$ cat src/hdl/sir_epk_pkg.sv
// shared types and constants for the sir epidemic peak finder
`default_nettype none
package sir_epk_pkg;

  localparam int POP_W     = 24;
  localparam int RATE_W    = 16;
  localparam int CNT_W     = 16;
  localparam int SHARE_W   = 32;
  localparam int RATE_FRAC = 12;

  // request payload
  typedef struct packed {
    logic [POP_W-1:0]  population;
    logic [RATE_W-1:0] infect_rate;
    logic [RATE_W-1:0] recover_rate;
    logic [CNT_W-1:0]  step_count;
  } sir_epk_in_t;

  // result payload
  typedef struct packed {
    logic                      status;
    logic [CNT_W-1:0]          peak_step;
    logic signed [SHARE_W-1:0] peak_susceptible;
    logic signed [SHARE_W-1:0] peak_infected;
    logic signed [SHARE_W-1:0] peak_recovered;
  } sir_epk_out_t;

  // controller to datapath commands
  typedef struct packed {
    logic load;
    logic div_step;
    logic init;
    logic mul;
    logic ap;
    logic upd;
  } sir_epk_cmd_t;

  // datapath to controller status
  typedef struct packed {
    logic err;
    logic div_last;
    logic last_step;
  } sir_epk_stat_t;

endpackage
`default_nettype wire

$ cat src/hdl/sir_epk_ctrl.sv
// controller state machine for the peak finder
`default_nettype none
module sir_epk_ctrl
  import sir_epk_pkg::*;
(
  input  wire logic          clk,
  input  wire logic          rst,
  input  wire logic          start,
  input  wire sir_epk_stat_t stat,
  output sir_epk_cmd_t       cmd,
  output logic               busy,
  output logic               done
);

  typedef enum logic [2:0] {
    ST_IDLE,
    ST_DIV,
    ST_INIT,
    ST_MUL,
    ST_AP,
    ST_UPD
  } state_t;

  state_t state;

  // state, busy flag and result strobe
  always_ff @(posedge clk) begin
    if (rst) begin
      state <= ST_IDLE;
      busy  <= 1'b0;
      done  <= 1'b0;
    end else begin
      done <= 1'b0;
      case (state)
        ST_IDLE: begin
          if (start) begin
            state <= ST_DIV;
            busy  <= 1'b1;
          end
        end
        ST_DIV: begin
          if (stat.err) begin
            state <= ST_IDLE;
            busy  <= 1'b0;
            done  <= 1'b1;
          end else if (stat.div_last) begin
            state <= ST_INIT;
          end
        end
        ST_INIT: state <= ST_MUL;
        ST_MUL:  state <= ST_AP;
        ST_AP:   state <= ST_UPD;
        ST_UPD: begin
          if (stat.last_step) begin
            state <= ST_IDLE;
            busy  <= 1'b0;
            done  <= 1'b1;
          end else begin
            state <= ST_MUL;
          end
        end
        default: begin
          state <= ST_IDLE;
          busy  <= 1'b0;
        end
      endcase
    end
  end

  // command decode
  always_comb begin
    cmd.load     = (state == ST_IDLE) && start;
    cmd.div_step = (state == ST_DIV);
    cmd.init     = (state == ST_INIT);
    cmd.mul      = (state == ST_MUL);
    cmd.ap       = (state == ST_AP);
    cmd.upd      = (state == ST_UPD);
  end

endmodule
`default_nettype wire

$ cat config.mk
export PLATFORM = sky130hd
export DESIGN_NAME = sir_epk_ctrl
export DESIGN_NICKNAME = d
export VERILOG_FILES = /design/src/hdl/sir_epk_pkg.sv /design/src/hdl/sir_epk_ctrl.sv
export SDC_FILE = /design/constraint.sdc
export NUM_CORES = 1
export LEC_CHECK = 0
export BUFFER_PORTS_ARGS = -buffer_cell sky130_fd_sc_hd__buf_2
export CAP_MARGIN = 20
export CORE_AREA = 2 2 39 41
export CTS_CLUSTER_DIAMETER = 30
export DETAILED_ROUTE_END_ITERATION = 8
export DIE_AREA = 0 0 41 43
export MAX_ROUTING_LAYER = met4
export PLACE_DENSITY = 0.55
export SETUP_SLACK_MARGIN = 0.15
export SYNTH_ARGS = -nofsm -noshare
export SYNTH_HDL_FRONTEND = slang
export SYNTH_SLANG_ARGS = --single-unit
$ cat constraint.sdc
create_clock -name clk -period 1.3 [get_ports clk]
set_clock_uncertainty 0.15 [all_clocks]
set_input_delay 0.065 -clock clk [delete_from_list [all_inputs] [get_ports clk]]
set_output_delay 0.065 -clock clk [all_outputs]
set_load 0.02 [all_outputs]
==> flow_summary.ini <==
[clock_network]
clkLatencyLatePin_ns = 0.24
path_clk_slew_ns = 0.04
holdBufCountCts = 1
root_buffer = clkbuf_4
clock_sinks = 5
cts_max_level = 1
cts_tree = done
numCtsBuffers = 3
clk_path_buf_depth = 2

[worst_setup_path]
crit_arrival_ns = 1.14
startpoint_type = flop
cp_slowest_stage_delay_ns = 0.34
cp_cell_sequence = buf_6, nor4b_2, buf_4
criticalPathCategory = reg -> out
worst-path-max-fanout = 6
slowest_stage = dfxtp_2
r2r_cells = 4
end_kind = output pin
crit_path_start = state[1]
critPathRequiredTime_ns = 1.09
timing.rr.start = state[1]

[die]
die_area_mm2 = 0.00176
die_h_um = 43
pin_count = 14
num_rows = 14
core_mm2 = 0.00138
start_util = 0.227
die_w_um = 41

[yosys]
synth_area_per_cell_um2 = 8.49
synth_area_um2 = 314
ys_warn_count = 0
synth_top_area_frac = 0.319
synth.area.top_cells = dfxtp_1, nor2_1, nor3b_1, nand2b_4, and4bb_2
ys_ff_latch = 5
synth-seq-area-share = 0.319
synth.distinct_cells = 23
synth_nets = 43
yosys.area.top_type = dfxtp_1
synth_cells = 37

[grt]
overflow = 0
grt_first_pass_wirelength_um = 1280
grt_usage = 0.111
antenna_found_initial = 0
grt_pass1_vias = 309
grt_max_degree = 12

[placed_design]
place_congestion = 0.707
portBuffers = 13
post_dp_cell_area_um2 = 472
dp_hpwl_um = 640
dp_cells = 71

[drt]
drc_errors = 0
drtIter0Drc = 4
drt_pass1_iterations = 4
totalWireLength_um = 844
via_per_inst = 4.79
wl_per_cell_um = 11.0
via_count = 369
postRouteAntennaNets = 0

[power_and_ir_drop]
power_frac_seq = 0.360
p_per_area_mw_per_mm2 = 887
power_uw = 501
internal_power_uw = 357
switchingPower_uw = 143
ir_worst_vdd_uv = 512
p_sw_frac = 0.286
leakage_uw = 0.000235
p_clk_frac = 0.357
combinationalPowerShare = 0.283

[final_layout]
final_common_cell = buf_4
fin_nets = 68
syn2layout_area_growth_pct = 79.7
diodes = 0
fin_area_um2 = 564
fillers = 145
multi_input_area_um2 = 229
mostFrequentLayoutCells = buf_4, nor2_1, buf_2
drive_above_1_share = 0.607
seq_area_um2 = 109
stdcell_count = 77

[timing]
final.setup.tns_ns = -0.0938
whs_ns = -0.0182
fin_crit_sh = 1.05
setup_viol = 3
maxSlewViolCount = 0
worst_slack_ns = -0.0588
maxSlewHeadroom = 0.779
worst_pin_slew_ns = 0.328
period_minus_slack_ns = 1.36
final-hold-violation-count = 1
grt_setup_unrepaired = yes
clock.fmax_mhz = 736

[outcome]
outcome = complete, but fails checks
violations = negative hold slack, negative setup slack

[hold_path]
hp-class = in -> reg
hp-start = stat[2]
whs_path_depth = 3

[run]
cap_violations = 0
[registers in the layout, indices dropped and copies added, names as in the netlist]
name,flops
state,3
busy,1
done,1
[cell type report]
| cell class | count | share of cell area |
|---|---|---|
| repair buffers | 23 | 0.313 |
| multi-input cells | 28 | 0.406 |
| well taps | 16 | 0.0355 |
| clock buffers | 4 | 0.0466 |
| flip-flops and latches | 5 | 0.193 |
| inverters | 1 | 0.00665 |
[cells in the mapped netlist]
master and count:
nand2_1 1, nand2b_4 1, inv_1 1, nand4b_1 1, buf_6 1, buf_2 2
dfxtp_1 5, nor4_1 1, and3b_2 1, o21ai_0 1, mux2i_1 1, or4b_1 1
nor3b_1 2, nor3_1 1, nor2_1 8, or3b_2 1, o31ai_1 1, and4bb_2 1
a21oi_1 2, a22oi_1 1, nor4b_1 1, o21bai_1 1, a2111oi_0 1
[kinds of logic (layout without fill, tap and decap cells)]
group,count (synthesis),after routing,synth area share
AND/OR/NAND/NOR,20,20,0.422
buffers and inverters,4,28,0.0797
multiplexers,1,1,0.0319
flip-flops,5,5,0.319
AO/OA/AOI/OAI,7,7,0.147
[metal layers]
layer / vias up / GRT usage / share of wire
li1: 188 / - / -
met1: 169 / 0.155 / 0.50
met2: 12 / 0.131 / 0.47
met3: 0 / 0.0314 / 0.036
met4: 0 / 0.0800 / 0
met5: - / - / 0
[critical path: cells and delay by family (launching register included)]
family	cells	cell delay, ns
flip-flops	1	0.34
buffers and inverters	2	0.32
AND/OR/NAND/NOR	1	0.25
[through the flow]
stage          utilization  hold WS (ns)  setup WS (ns)
3_5_place_dp         0.341         0.166       -0.00631
5_1_grt              0.408       -0.0288         -0.105
6_report             0.408       -0.0182        -0.0588
4_1_cts              0.400       -0.0247        -0.0810
2_1_floorplan            -       -0.0200       0.000960
3_3_place_gp         0.341         0.156         0.0143
[what timing repair did]
item / in CTS / in global routing
pin swaps: 3 / 1
setup endpoints to repair: 10 / 10
buffers inserted: 1 / 0
hold endpoints to repair: 5 / 1
gates resized for setup: 13 / 4
[final timing paths]
check	endpoint	slack (ns)
worst min-delay path	state[1]	-0.02
worst max-delay path	cmd[5]	-0.06
worst max register to register	busy	0.01
worst min register to register	state[0]	0.36
[power groups by stage]
stage               clock [uW]  combinational, uW  sequential [uW]
global placement             0                124              183
floorplan                    0               76.7              182
finish                     179                142              180
CTS                        187                136              180
global route               203                151              182
detailed placement           0                125              184
Power figures use the tool's default switching activity.
